File: src/hdl/fmppt_pkg.sv
// Shared types and constants for the fuzzy MPPT pulse-width controller.
// Holds bin codes, rule levels, the rule table, register indexes and the
// controller/datapath command and status structs. No dependencies.
`timescale 1ns / 1ps

package fmppt_pkg;

   // External field widths
   localparam int SAMPLE_W = 16;
   localparam int WIDTH_W  = 16;
   localparam int LEVEL_W  = 3;
   localparam int THRESH_W = 31;
   localparam int WEIGHT_W = 9;
   localparam int CSR_IDX_W  = 3;
   localparam int CSR_DATA_W = 31;

   // Register indexes
   localparam logic [CSR_IDX_W-1:0] CSR_BIG_THRESHOLD    = 3'd0;
   localparam logic [CSR_IDX_W-1:0] CSR_MEDIUM_THRESHOLD = 3'd1;
   localparam logic [CSR_IDX_W-1:0] CSR_SMALL_WEIGHT     = 3'd2;
   localparam logic [CSR_IDX_W-1:0] CSR_MEDIUM_WEIGHT    = 3'd3;
   localparam logic [CSR_IDX_W-1:0] CSR_STEP_SIZE        = 3'd4;
   localparam logic [CSR_IDX_W-1:0] CSR_MIN_WIDTH        = 3'd5;
   localparam logic [CSR_IDX_W-1:0] CSR_MAX_WIDTH        = 3'd6;
   localparam logic [CSR_IDX_W-1:0] CSR_START_WIDTH      = 3'd7;

   // Register reset values
   localparam logic [THRESH_W-1:0] BIG_THRESHOLD_RST    = 31'd100;
   localparam logic [THRESH_W-1:0] MEDIUM_THRESHOLD_RST = 31'd10;
   localparam logic [WEIGHT_W-1:0] SMALL_WEIGHT_RST     = 9'd90;
   localparam logic [WEIGHT_W-1:0] MEDIUM_WEIGHT_RST    = 9'd179;
   localparam logic [WEIGHT_W-1:0] FULL_WEIGHT          = 9'd256;
   localparam logic [WIDTH_W-1:0]  STEP_SIZE_RST        = 16'd1;
   localparam logic [WIDTH_W-1:0]  MIN_WIDTH_RST        = 16'd0;
   localparam logic [WIDTH_W-1:0]  MAX_WIDTH_RST        = 16'hFFFF;
   localparam logic [WIDTH_W-1:0]  START_WIDTH_RST      = 16'd0;

   // Fuzzy bins of slope and slope change
   typedef logic [2:0] bin_type;
   localparam bin_type BIN_NB = 3'd0;
   localparam bin_type BIN_NM = 3'd1;
   localparam bin_type BIN_NS = 3'd2;
   localparam bin_type BIN_Z  = 3'd3;
   localparam bin_type BIN_PS = 3'd4;
   localparam bin_type BIN_PM = 3'd5;
   localparam bin_type BIN_PB = 3'd6;

   // Rule levels
   typedef logic signed [LEVEL_W-1:0] level_type;
   localparam level_type LVL_NB = 3'sb101;
   localparam level_type LVL_NM = 3'sb110;
   localparam level_type LVL_NS = 3'sb111;
   localparam level_type LVL_Z  = 3'sb000;
   localparam level_type LVL_PS = 3'sb001;
   localparam level_type LVL_PM = 3'sb010;
   localparam level_type LVL_PB = 3'sb011;

   // Rule table, row = slope bin, column = slope change bin
   localparam level_type RULE_TABLE [0:6][0:6] = '{
      '{LVL_NB, LVL_NB, LVL_NB, LVL_NB, LVL_NM, LVL_NS, LVL_Z },
      '{LVL_NB, LVL_NB, LVL_NB, LVL_NM, LVL_NS, LVL_Z,  LVL_PS},
      '{LVL_NB, LVL_NB, LVL_NM, LVL_NS, LVL_Z,  LVL_PS, LVL_PM},
      '{LVL_NB, LVL_NM, LVL_NS, LVL_Z,  LVL_PS, LVL_PM, LVL_PB},
      '{LVL_NM, LVL_NS, LVL_Z,  LVL_PS, LVL_PM, LVL_PB, LVL_PB},
      '{LVL_NS, LVL_Z,  LVL_PS, LVL_PM, LVL_PB, LVL_PB, LVL_PB},
      '{LVL_Z,  LVL_PS, LVL_PM, LVL_PB, LVL_PB, LVL_PB, LVL_PB}
   };

   // Controller to datapath commands
   typedef struct packed {
      logic capture;
      logic mul;
      logic diff;
      logic div_start;
      logic slope;
      logic dslope;
      logic rule;
      logic scale;
      logic commit;
   } cmd_type;

   // Datapath to controller status
   typedef struct packed {
      logic div_done;
      logic out_free;
   } status_type;

endpackage

File: src/hdl/fuzzy_mppt_duty_controller_unit.sv
// Fuzzy MPPT pulse-width controller, top level.
// A request is accepted in idle, then multiplied, differenced, divided for the
// slope dP/dV by the one-bit-per-cycle divider, binned, looked up, scaled and
// committed once the result slot is free. One request is in flight at a time;
// the result register lets the next request in while a result waits. Synchronous
// active-high reset restores register defaults, clears history and loads the start width.
`timescale 1ns / 1ps

module fuzzy_mppt_duty_controller_unit #(
   parameter int SAMPLE_BITS = 16,
   parameter int SLOPE_BITS  = 32
) (
   input  logic                                 clock,
   input  logic                                 reset,
   input  logic                                 req_valid,
   output logic                                 req_ready,
   input  logic [fmppt_pkg::SAMPLE_W-1:0]       req_out_voltage,
   input  logic [fmppt_pkg::SAMPLE_W-1:0]       req_out_current,
   output logic                                 rsp_valid,
   input  logic                                 rsp_ready,
   output logic [fmppt_pkg::WIDTH_W-1:0]        rsp_pulse_width,
   output logic signed [fmppt_pkg::LEVEL_W-1:0] rsp_rule_level,
   input  logic                                 csr_write_en,
   input  logic [fmppt_pkg::CSR_IDX_W-1:0]      csr_index,
   input  logic [fmppt_pkg::CSR_DATA_W-1:0]     csr_data
);

   fmppt_pkg::cmd_type    cmd;
   fmppt_pkg::status_type status;

   fmppt_ctrl u_ctrl (
      .clock     (clock),
      .reset     (reset),
      .req_valid (req_valid),
      .req_ready (req_ready),
      .cmd       (cmd),
      .status    (status)
   );

   fmppt_dpath #(
      .SAMPLE_BITS (SAMPLE_BITS),
      .SLOPE_BITS  (SLOPE_BITS)
   ) u_dpath (
      .clock           (clock),
      .reset           (reset),
      .cmd             (cmd),
      .status          (status),
      .req_out_voltage (req_out_voltage),
      .req_out_current (req_out_current),
      .csr_write_en    (csr_write_en),
      .csr_index       (csr_index),
      .csr_data        (csr_data),
      .rsp_valid       (rsp_valid),
      .rsp_ready       (rsp_ready),
      .rsp_pulse_width (rsp_pulse_width),
      .rsp_rule_level  (rsp_rule_level)
   );

endmodule

File: src/hdl/fmppt_div.sv
// Iterative unsigned restoring divider, one quotient bit per cycle.
// Used by the datapath for the slope quotient. No package dependencies.
`timescale 1ns / 1ps

module fmppt_div #(
   parameter int DVD_BITS = 32,
   parameter int DVS_BITS = 16
) (
   input  logic                clock,
   input  logic                reset,
   input  logic                start,
   input  logic [DVD_BITS-1:0] dividend,
   input  logic [DVS_BITS-1:0] divisor,
   output logic [DVD_BITS-1:0] quotient,
   output logic                done
);

   localparam int CNT_W = $clog2(DVD_BITS + 1);

   logic [DVS_BITS-1:0] rem_ff, rem_in;
   logic [DVD_BITS-1:0] quo_ff, quo_in;
   logic [DVS_BITS-1:0] dvs_ff;
   logic [CNT_W-1:0]    cnt_ff, cnt_in;
   logic                done_ff, done_in;
   logic [DVS_BITS:0]   trial;
   logic [DVS_BITS:0]   diff;
   logic                ge;

   // One restoring step: shift in next dividend bit, subtract if it fits
   always_comb begin
      trial = {rem_ff, quo_ff[DVD_BITS-1]};
      diff  = trial - {1'b0, dvs_ff};
      ge    = (trial >= {1'b0, dvs_ff});
   end

   always_comb begin
      rem_in  = rem_ff;
      quo_in  = quo_ff;
      cnt_in  = cnt_ff;
      done_in = done_ff;
      if (start) begin
         rem_in  = '0;
         quo_in  = dividend;
         cnt_in  = CNT_W'(DVD_BITS);
         done_in = 1'b0;
      end else if (cnt_ff != '0) begin
         rem_in = ge ? diff[DVS_BITS-1:0] : trial[DVS_BITS-1:0];
         quo_in = {quo_ff[DVD_BITS-2:0], ge};
         cnt_in = cnt_ff - CNT_W'(1);
         if (cnt_ff == CNT_W'(1)) begin
            done_in = 1'b1;
         end
      end
   end

   // Hold divisor for the whole run
   always_ff @(posedge clock) begin
      rem_ff <= rem_in;
      quo_ff <= quo_in;
      if (start) begin
         dvs_ff <= divisor;
      end
   end

   always_ff @(posedge clock) begin
      if (reset) begin
         cnt_ff  <= '0;
         done_ff <= 1'b0;
      end else begin
         cnt_ff  <= cnt_in;
         done_ff <= done_in;
      end
   end

   assign quotient = quo_ff;
   assign done     = done_ff;

endmodule

File: src/hdl/fmppt_dpath.sv
// Datapath: configuration registers, tracker state, power/slope arithmetic,
// binning, rule lookup, width update and the result register.
// Depends on fmppt_pkg and fmppt_div.
`timescale 1ns / 1ps

module fmppt_dpath #(
   parameter int SAMPLE_BITS = 16,
   parameter int SLOPE_BITS  = 32
) (
   input  logic                                 clock,
   input  logic                                 reset,
   input  fmppt_pkg::cmd_type                   cmd,
   output fmppt_pkg::status_type                status,
   input  logic [fmppt_pkg::SAMPLE_W-1:0]       req_out_voltage,
   input  logic [fmppt_pkg::SAMPLE_W-1:0]       req_out_current,
   input  logic                                 csr_write_en,
   input  logic [fmppt_pkg::CSR_IDX_W-1:0]      csr_index,
   input  logic [fmppt_pkg::CSR_DATA_W-1:0]     csr_data,
   output logic                                 rsp_valid,
   input  logic                                 rsp_ready,
   output logic [fmppt_pkg::WIDTH_W-1:0]        rsp_pulse_width,
   output logic signed [fmppt_pkg::LEVEL_W-1:0] rsp_rule_level
);

   localparam int SW = SAMPLE_BITS;
   localparam int SB = SLOPE_BITS;
   localparam int PW = 2 * SAMPLE_BITS;
   localparam int EW = ((PW > SB) ? PW : SB) + 2;
   localparam int CW = ((SB > fmppt_pkg::THRESH_W) ? SB : fmppt_pkg::THRESH_W) + 2;
   localparam int AW = fmppt_pkg::WIDTH_W + 1;
   localparam int MW = fmppt_pkg::WEIGHT_W + fmppt_pkg::WIDTH_W;
   localparam int UW = fmppt_pkg::WIDTH_W + 3;

   localparam logic [EW-1:0]        SMAX_W = (EW'(1) << (SB - 1)) - EW'(1);
   localparam logic signed [SB-1:0] SMAX_S = {1'b0, {(SB - 1){1'b1}}};
   localparam logic signed [SB-1:0] SMIN_S = {1'b1, {(SB - 1){1'b0}}};

   // Configuration registers
   logic [fmppt_pkg::THRESH_W-1:0] big_thr_ff, med_thr_ff;
   logic [fmppt_pkg::WEIGHT_W-1:0] small_wt_ff, med_wt_ff;
   logic [fmppt_pkg::WIDTH_W-1:0]  step_ff, min_w_ff, max_w_ff;

   // Tracker state
   logic [SW-1:0]                 prev_v_ff;
   logic [PW-1:0]                 prev_p_ff;
   logic signed [SB-1:0]          prev_slope_ff;
   logic [fmppt_pkg::WIDTH_W-1:0] width_now_ff;

   // Working registers
   logic [SW-1:0]            v_ff, i_ff;
   logic [PW-1:0]            p_ff;
   logic                     dp_neg_ff, dv_neg_ff;
   logic [PW-1:0]            dp_mag_ff;
   logic [SW-1:0]            dv_mag_ff;
   logic signed [SB-1:0]     e_ff, e_in;
   logic signed [SB-1:0]     de_ff, de_in;
   fmppt_pkg::level_type     level_ff;
   logic [AW-1:0]            amount_ff;

   // Result register
   logic                          rsp_valid_ff;
   logic [fmppt_pkg::WIDTH_W-1:0] rsp_width_ff;
   fmppt_pkg::level_type          rsp_level_ff;

   // Combinational intermediates
   logic [PW:0]              dp_w, dp_abs;
   logic [SW:0]              dv_w, dv_abs;
   logic [PW-1:0]            quotient;
   logic                     div_done;
   logic [EW-1:0]            q_w;
   logic                     q_neg;
   logic signed [SB:0]       de_w;
   fmppt_pkg::bin_type       bin_e, bin_de;
   logic [fmppt_pkg::WEIGHT_W-1:0] weight;
   logic [MW-1:0]            prod;
   logic signed [UW-1:0]     w_sum, w_min, w_max;
   logic [fmppt_pkg::WIDTH_W-1:0]  w_clamped;

   // Sort a slope value into one of seven bins
   function automatic fmppt_pkg::bin_type bin_of(
      input logic signed [SB-1:0]          x,
      input logic [fmppt_pkg::THRESH_W-1:0] big,
      input logic [fmppt_pkg::THRESH_W-1:0] med
   );
      logic signed [CW-1:0] xw;
      logic signed [CW-1:0] bg;
      logic signed [CW-1:0] md;
      logic signed [CW-1:0] zero;
      fmppt_pkg::bin_type   b;
      xw   = CW'(x);
      bg   = signed'(CW'(big));
      md   = signed'(CW'(med));
      zero = '0;
      if (xw == zero) begin
         b = fmppt_pkg::BIN_Z;
      end else if (xw > bg) begin
         b = fmppt_pkg::BIN_PB;
      end else if (xw > zero) begin
         b = (xw > md) ? fmppt_pkg::BIN_PM : fmppt_pkg::BIN_PS;
      end else if (xw < -bg) begin
         b = fmppt_pkg::BIN_NB;
      end else if ((xw < -md) && (xw > -bg)) begin
         b = fmppt_pkg::BIN_NM;
      end else begin
         b = fmppt_pkg::BIN_NS;
      end
      return b;
   endfunction

   // Configuration writes; the start width goes straight to the tracker state
   always_ff @(posedge clock) begin
      if (reset) begin
         big_thr_ff  <= fmppt_pkg::BIG_THRESHOLD_RST;
         med_thr_ff  <= fmppt_pkg::MEDIUM_THRESHOLD_RST;
         small_wt_ff <= fmppt_pkg::SMALL_WEIGHT_RST;
         med_wt_ff   <= fmppt_pkg::MEDIUM_WEIGHT_RST;
         step_ff     <= fmppt_pkg::STEP_SIZE_RST;
         min_w_ff    <= fmppt_pkg::MIN_WIDTH_RST;
         max_w_ff    <= fmppt_pkg::MAX_WIDTH_RST;
      end else if (csr_write_en) begin
         case (csr_index)
            fmppt_pkg::CSR_BIG_THRESHOLD: begin
               big_thr_ff <= csr_data;
            end
            fmppt_pkg::CSR_MEDIUM_THRESHOLD: begin
               med_thr_ff <= csr_data;
            end
            fmppt_pkg::CSR_SMALL_WEIGHT: begin
               small_wt_ff <= csr_data[fmppt_pkg::WEIGHT_W-1:0];
            end
            fmppt_pkg::CSR_MEDIUM_WEIGHT: begin
               med_wt_ff <= csr_data[fmppt_pkg::WEIGHT_W-1:0];
            end
            fmppt_pkg::CSR_STEP_SIZE: begin
               step_ff <= csr_data[fmppt_pkg::WIDTH_W-1:0];
            end
            fmppt_pkg::CSR_MIN_WIDTH: begin
               min_w_ff <= csr_data[fmppt_pkg::WIDTH_W-1:0];
            end
            fmppt_pkg::CSR_MAX_WIDTH: begin
               max_w_ff <= csr_data[fmppt_pkg::WIDTH_W-1:0];
            end
            default: begin
            end
         endcase
      end
   end

   // Differences against the previous sample, as sign and magnitude
   always_comb begin
      dp_w   = {1'b0, p_ff} - {1'b0, prev_p_ff};
      dp_abs = dp_w[PW] ? ((~dp_w) + (PW + 1)'(1)) : dp_w;
      dv_w   = {1'b0, v_ff} - {1'b0, prev_v_ff};
      dv_abs = dv_w[SW] ? ((~dv_w) + (SW + 1)'(1)) : dv_w;
   end

   fmppt_div #(
      .DVD_BITS (PW),
      .DVS_BITS (SW)
   ) u_div (
      .clock    (clock),
      .reset    (reset),
      .start    (cmd.div_start),
      .dividend (dp_mag_ff),
      .divisor  (dv_mag_ff),
      .quotient (quotient),
      .done     (div_done)
   );

   // Signed, saturated slope; zero voltage change takes the sign of dP
   always_comb begin
      q_w   = EW'(quotient);
      q_neg = dp_neg_ff ^ dv_neg_ff;
      if (dv_mag_ff == '0) begin
         if (dp_mag_ff == '0) begin
            e_in = '0;
         end else begin
            e_in = dp_neg_ff ? SMIN_S : SMAX_S;
         end
      end else if (!q_neg) begin
         e_in = (q_w > SMAX_W) ? SMAX_S : signed'(SB'(q_w));
      end else begin
         e_in = (q_w > (SMAX_W + EW'(1))) ? SMIN_S : signed'(SB'(-q_w));
      end
   end

   // Saturated slope change
   always_comb begin
      de_w = {e_ff[SB-1], e_ff} - {prev_slope_ff[SB-1], prev_slope_ff};
      if (de_w[SB] != de_w[SB-1]) begin
         de_in = de_w[SB] ? SMIN_S : SMAX_S;
      end else begin
         de_in = de_w[SB-1:0];
      end
   end

   always_comb begin
      bin_e  = bin_of(e_ff, big_thr_ff, med_thr_ff);
      bin_de = bin_of(de_ff, big_thr_ff, med_thr_ff);
   end

   // Level weight times step size, floored
   always_comb begin
      case (level_ff)
         fmppt_pkg::LVL_PB, fmppt_pkg::LVL_NB: weight = fmppt_pkg::FULL_WEIGHT;
         fmppt_pkg::LVL_PM, fmppt_pkg::LVL_NM: weight = med_wt_ff;
         fmppt_pkg::LVL_PS, fmppt_pkg::LVL_NS: weight = small_wt_ff;
         default:                              weight = '0;
      endcase
      prod = MW'(weight) * MW'(step_ff);
   end

   // Apply the step and clamp; when bounds cross, a sum below the lower bound takes it and any other takes the upper
   always_comb begin
      if (level_ff[fmppt_pkg::LEVEL_W-1]) begin
         w_sum = signed'(UW'(width_now_ff)) - signed'(UW'(amount_ff));
      end else begin
         w_sum = signed'(UW'(width_now_ff)) + signed'(UW'(amount_ff));
      end
      w_min = signed'(UW'(min_w_ff));
      w_max = signed'(UW'(max_w_ff));
      if (w_sum < w_min) begin
         w_clamped = min_w_ff;
      end else if (w_sum > w_max) begin
         w_clamped = max_w_ff;
      end else begin
         w_clamped = w_sum[fmppt_pkg::WIDTH_W-1:0];
      end
   end

   // Working registers, loaded one stage at a time
   always_ff @(posedge clock) begin
      if (cmd.capture) begin
         v_ff <= SW'(req_out_voltage);
         i_ff <= SW'(req_out_current);
      end
      if (cmd.mul) begin
         p_ff <= PW'(v_ff) * PW'(i_ff);
      end
      if (cmd.diff) begin
         dp_neg_ff <= dp_w[PW];
         dp_mag_ff <= dp_abs[PW-1:0];
         dv_neg_ff <= dv_w[SW];
         dv_mag_ff <= dv_abs[SW-1:0];
      end
      if (cmd.slope) begin
         e_ff <= e_in;
      end
      if (cmd.dslope) begin
         de_ff <= de_in;
      end
      if (cmd.rule) begin
         level_ff <= fmppt_pkg::RULE_TABLE[bin_e][bin_de];
      end
      if (cmd.scale) begin
         amount_ff <= prod[MW-1:8];
      end
      if (cmd.commit) begin
         rsp_width_ff <= w_clamped;
         rsp_level_ff <= level_ff;
      end
   end

   // Tracker state: advance on commit, reload width on start width write
   always_ff @(posedge clock) begin
      if (reset) begin
         prev_v_ff     <= '0;
         prev_p_ff     <= '0;
         prev_slope_ff <= '0;
         width_now_ff  <= fmppt_pkg::START_WIDTH_RST;
      end else if (cmd.commit) begin
         prev_v_ff     <= v_ff;
         prev_p_ff     <= p_ff;
         prev_slope_ff <= e_ff;
         width_now_ff  <= w_clamped;
      end else if (csr_write_en && (csr_index == fmppt_pkg::CSR_START_WIDTH)) begin
         width_now_ff <= csr_data[fmppt_pkg::WIDTH_W-1:0];
      end
   end

   // Result valid: set on commit, drop once taken
   always_ff @(posedge clock) begin
      if (reset) begin
         rsp_valid_ff <= 1'b0;
      end else if (cmd.commit) begin
         rsp_valid_ff <= 1'b1;
      end else if (rsp_ready) begin
         rsp_valid_ff <= 1'b0;
      end
   end

   assign status.div_done = div_done;
   assign status.out_free = !rsp_valid_ff || rsp_ready;

   assign rsp_valid       = rsp_valid_ff;
   assign rsp_pulse_width = rsp_width_ff;
   assign rsp_rule_level  = rsp_level_ff;

endmodule

File: src/hdl/fmppt_ctrl.sv
// Controller state machine: sequences the datapath one request at a time.
// Depends on fmppt_pkg for the command and status structs.
`timescale 1ns / 1ps

module fmppt_ctrl (
   input  logic                  clock,
   input  logic                  reset,
   input  logic                  req_valid,
   output logic                  req_ready,
   output fmppt_pkg::cmd_type    cmd,
   input  fmppt_pkg::status_type status
);

   localparam logic [3:0] ST_IDLE   = 4'd0;
   localparam logic [3:0] ST_MUL    = 4'd1;
   localparam logic [3:0] ST_DIFF   = 4'd2;
   localparam logic [3:0] ST_START  = 4'd3;
   localparam logic [3:0] ST_WAIT   = 4'd4;
   localparam logic [3:0] ST_SLOPE  = 4'd5;
   localparam logic [3:0] ST_DSLOPE = 4'd6;
   localparam logic [3:0] ST_RULE   = 4'd7;
   localparam logic [3:0] ST_SCALE  = 4'd8;
   localparam logic [3:0] ST_WRITE  = 4'd9;

   logic [3:0] state_ff, state_in;

   // Advance through the fixed sequence; wait on divider and result slot
   always_comb begin
      state_in = state_ff;
      case (state_ff)
         ST_IDLE:   if (req_valid) state_in = ST_MUL;
         ST_MUL:    state_in = ST_DIFF;
         ST_DIFF:   state_in = ST_START;
         ST_START:  state_in = ST_WAIT;
         ST_WAIT:   if (status.div_done) state_in = ST_SLOPE;
         ST_SLOPE:  state_in = ST_DSLOPE;
         ST_DSLOPE: state_in = ST_RULE;
         ST_RULE:   state_in = ST_SCALE;
         ST_SCALE:  state_in = ST_WRITE;
         ST_WRITE:  if (status.out_free) state_in = ST_IDLE;
         default:   state_in = ST_IDLE;
      endcase
   end

   always_ff @(posedge clock) begin
      if (reset) begin
         state_ff <= ST_IDLE;
      end else begin
         state_ff <= state_in;
      end
   end

   // Commands
   always_comb begin
      cmd.capture   = (state_ff == ST_IDLE) && req_valid;
      cmd.mul       = (state_ff == ST_MUL);
      cmd.diff      = (state_ff == ST_DIFF);
      cmd.div_start = (state_ff == ST_START);
      cmd.slope     = (state_ff == ST_SLOPE);
      cmd.dslope    = (state_ff == ST_DSLOPE);
      cmd.rule      = (state_ff == ST_RULE);
      cmd.scale     = (state_ff == ST_SCALE);
      cmd.commit    = (state_ff == ST_WRITE) && status.out_free;
   end

   assign req_ready = (state_ff == ST_IDLE);

endmodule
File: config.mk
export PLATFORM = sky130hd
export DESIGN_NAME = fuzzy_mppt_duty_controller_unit
export DESIGN_NICKNAME = d
export VERILOG_FILES = /design/src/hdl/fmppt_pkg.sv /design/src/hdl/fuzzy_mppt_duty_controller_unit.sv /design/src/hdl/fmppt_div.sv /design/src/hdl/fmppt_dpath.sv /design/src/hdl/fmppt_ctrl.sv
export SDC_FILE = /design/constraint.sdc
export NUM_CORES = 2
export LEC_CHECK = 0
export ABC_AREA = 1
export BUFFER_PORTS_ARGS = -buffer_cell sky130_fd_sc_hd__buf_2
export CAP_MARGIN = 25
export CORE_MARGIN = 4
export CORE_UTILIZATION = 55
export DETAILED_ROUTE_END_ITERATION = 10
export HOLD_SLACK_MARGIN = 0.12
export PLACE_DENSITY = 0.71
export SLEW_MARGIN = 25
export SYNTH_ARGS = -nofsm -noshare
export SYNTH_HDL_FRONTEND = slang
export SYNTH_SLANG_ARGS = --single-unit
File: constraint.sdc
create_clock -name clock -period 7.77 [get_ports clock]
set_input_delay 1.1655 -clock clock [delete_from_list [all_inputs] [get_ports clock]]
set_output_delay 1.1655 -clock clock [all_outputs]
set_load 0.1 [all_outputs]
==> impl_metrics.yaml <==
power:
  peakVddDrop_mv: 0.881
  clkPwrFrac_pct: 15.4
  p_sw_uw: 8890
  seqPwrFrac_pct: 22.5
  p_int_uw: 9670
  power_frac_comb_pct: 62.0
  p_sw_share_pct: 47.9
  power_density_nw_per_um2: 357
  leakagePower_uw: 0.0250
routing:
  ant_nets: 0
  drc: 0
  drtIter0Drc: 2841
  drt-total-wl_um: 132000
  viasPerCell: 5.54
  drt-met1-wl_um: 55100
  topRoutingLayerUsed: "met4"
  first_pass_iters: 6
  vias: 40600
  wl_met3_um: 7660
  met2_length_um: 63100
  wl_per_cell_um: 18.0
synthesis:
  synth_top_area_cell: "edfxtp_1"
  synth_cells: 6137
  synth_edf_count: 265
  syn_area_um2: 48600
  ys_seq_area_share_pct: 26.8
  synth_compound_area_share_pct: 13.5
  yosysWarnings: 0
  synth_top_area_share_pct: 16.4
  yosys-top-cells-area: "edfxtp_1 (16%), ha_1 (15%), fa_1 (12%)"
  synth_top_family_by_area: "adder cells"
  ys_ff_latch: 517
  ys_types: 75
  synth.area.mux_share_pct: 0.0206
  synth-xor-area-share_pct: 4.56
  synthFlopType: "edfxtp_1"
  yosys.area_share.adder_pct: 27.0
  synthesis.nets: 7076
  async_flop_share_pct: 0
  synth-simple-area-share_pct: 18.0
  avgSynthCellArea_um2: 7.91
placed_design:
  routabilityCongestion: 0.941
  dp_cells: 7219
  dp_hpwl_um: 103000
  post_dp_cell_area_um2: 50000
  io_buffers: 91
  place_ws_ns: 1.16
floorplanning:
  initial_core_util_pct: 55.7
  num_rows: 108
  chipHeight_um: 305
  ios: 92
  die_w_um: 305
  die_area_um2: 93100
  core_um2: 87200
timing:
  period_share_pct: 85.5
  setup_viol_count_final: 0
  relSlewSlack_pct: 33.4
  hold_viol: 0
  final.setup_skew_ns: 0.0311
  rsz0062_at_grt: "no"
  setup_total_negative_slack_ns: 0
  fmax_mhz: 150
  fin_ws_ns: 1.12
  worst_pin_slew_ns: 0.973
  period_minus_slack_ns: 6.65
  final_max_slew_viol_count: 0
outcome:
  outcome: "completed"
critical_path:
  arrival_ns: 7.04
  worstSetupStartpointType: "flop"
  required_ns: 8.16
  crit_type: "flop to flop"
  end_kind: "flop"
  cp_max_fo: 18
clocking:
  cts_resized: 0
  cts_tree: "built"
  path_clk_slew_ns: 0.06
  cts_buffers: 58
  clockBufferDepth: 3
  insertion_delay_ns: 0.67
  post-cts-setup-buffers: 0
  ctsHoldBuffers: 0
  cts_root_buf: "clkbuf_16"
  cts_sinks: 517
  h-tree-depth: 2
layout:
  final_cells: 7331
  fin_nets: 7063
  drive_gt1_share_pct: 5.83
  area_growth_pct: 6.98
  design_area_um2: 52000
global_route:
  first_global_vias: 39600
  grt.total_usage_pct: 27.8
  grt_max_degree: 183
  grt_overflow: 0
  grt_pass1_wl_um: 210000
  antenna_found_initial: 2
job:
  maxCapViolCount: 0
hold_path:
  worstHoldPathType: "flop to flop"
==> critical path, cell delays in order (launching register included) <==
cell,delay [ns]
edfxtp_1,0.89
nand2_1,0.18
fa_1,0.57
inv_1,0.05
fa_1,0.51
fa_1,0.54
fa_1,0.45
fa_1,0.54
inv_1,0.05
fa_1,0.61
inv_1,0.06
ha_1,0.37
a21oi_1,0.22
o21ai_0,0.16
o21bai_1,0.22
a21oi_1,0.23
o21ai_1,0.12
a21boi_1,0.22
o21ai_1,0.12
nand2_1,0.09
nand2_1,0.06
xor2_1,0.15
==> Yosys cell counts (10+ instances only) <==
library cell	count
ha_1	570
o221ai_1	17
nand4_1	74
xnor2_1	64
buf_1	10
o21ai_0	414
nand2_1	1176
nor4_1	56
nand3_1	197
o211ai_2	11
nand2_2	21
a21o_1	15
o211ai_1	45
fa_1	298
o21ai_1	44
inv_1	1075
inv_2	22
nor2_2	15
edfxtp_1	265
o21bai_1	25
xor2_1	187
a31oi_1	19
buf_2	15
clkbuf_1	162
nor2_1	368
o21a_1	12
a21oi_1	490
dfxtp_1	252
nor3_1	67
==> cell families after synthesis <==
family	after synthesis
fa+ha+maj	868
flops	517
simple gates	2033
compound gates	1167
buf+inv	1299
mux	1
xor+xnor	252
==> placed cells by master (no fill, tap or decap), types with 17 or more instances in the layout <==
master	netlist	layout
a21oi_1	490	490
dfxtp_1	252	252
inv_1	1075	1074
o21ai_0	414	414
buf_2	15	91
o21ai_1	44	44
xor2_1	187	187
o21bai_1	25	25
nor2_2	15	18
ha_1	570	570
clkbuf_16	0	60
nand2_1	1176	1174
o211ai_1	45	45
inv_2	22	22
o221ai_1	17	17
edfxtp_1	265	265
fa_1	298	298
nor4_1	56	56
nand4_1	74	74
nor3_1	67	64
buf_4	1	31
nand2_2	21	22
xnor2_1	64	64
nor2_1	368	362
nand3_1	197	196
a31oi_1	19	19
==> power by group through the flow <==
stage / clock [µW] / combinational, µW / sequential, µW
6_report: 2870 / 11500 / 4180
5_1_grt: 3030 / 13100 / 4220
4_1_cts: 2920 / 11600 / 4180
3_5_place_dp: 0 / 11500 / 4230
3_3_place_gp: 0 / 11400 / 4230
2_1_floorplan: 0 / 8570 / 4070
==> per-layer routing <==
layer,track usage [%],up-vias
met5,0,-
met3,2.73,289
met4,11.3,0
met2,47.8,1238
li1,-,20000
met1,36.1,19100
==> state kept, by name, indices dropped and copies added, names as in the netlist, 17 cells and up <==
| name | cells |
|---|---|
| u_dpath.de_ff | 32 |
| u_dpath.dp_mag_ff | 32 |
| u_dpath.e_ff | 32 |
| u_dpath.p_ff | 32 |
| u_dpath.prev_p_ff | 32 |
| u_dpath.prev_slope_ff | 32 |
| u_dpath.u_div.quotient | 32 |
| u_dpath.big_thr_ff | 31 |
| u_dpath.med_thr_ff | 31 |
| u_dpath.amount_ff | 17 |
==> per-stage QoR <==
stage	util, %	hold slack, ns	power [µW]
2_1_floorplan	-	0.425	12600
3_3_place_gp	57.3	0.436	15600
3_5_place_dp	57.3	0.440	15700
4_1_cts	59.6	0.453	18700
5_1_grt	59.6	0.464	20300
6_report	59.6	0.451	18600
==> final timing paths <==
kind,from,end,slack (ns),cells past startpoint
hold / removal,u_dpath.dv_mag_ff[14],u_dpath.u_div.dvs_ff[14],0.45,0
setup / recovery,u_dpath.v_ff[10],u_dpath.p_ff[27],1.12,21
setup reg to reg,u_dpath.v_ff[10],u_dpath.p_ff[27],1.12,21
hold reg to reg,u_dpath.dv_mag_ff[14],u_dpath.u_div.dvs_ff[14],0.45,0
==> final cells by class <==
cell class / instances / area [µm²]
timing repair buffer: 123 / 708
clock buffer: 69 / 1560
antenna: 2 / 5.00
sequential: 517 / 13000
tap: 1155 / 1450
inverter: 1103 / 4150
clock inverter: 41 / 424
fill: 7930 / 35200
multi-input combinational: 4321 / 30700
(Power assumes the default switching activity.)
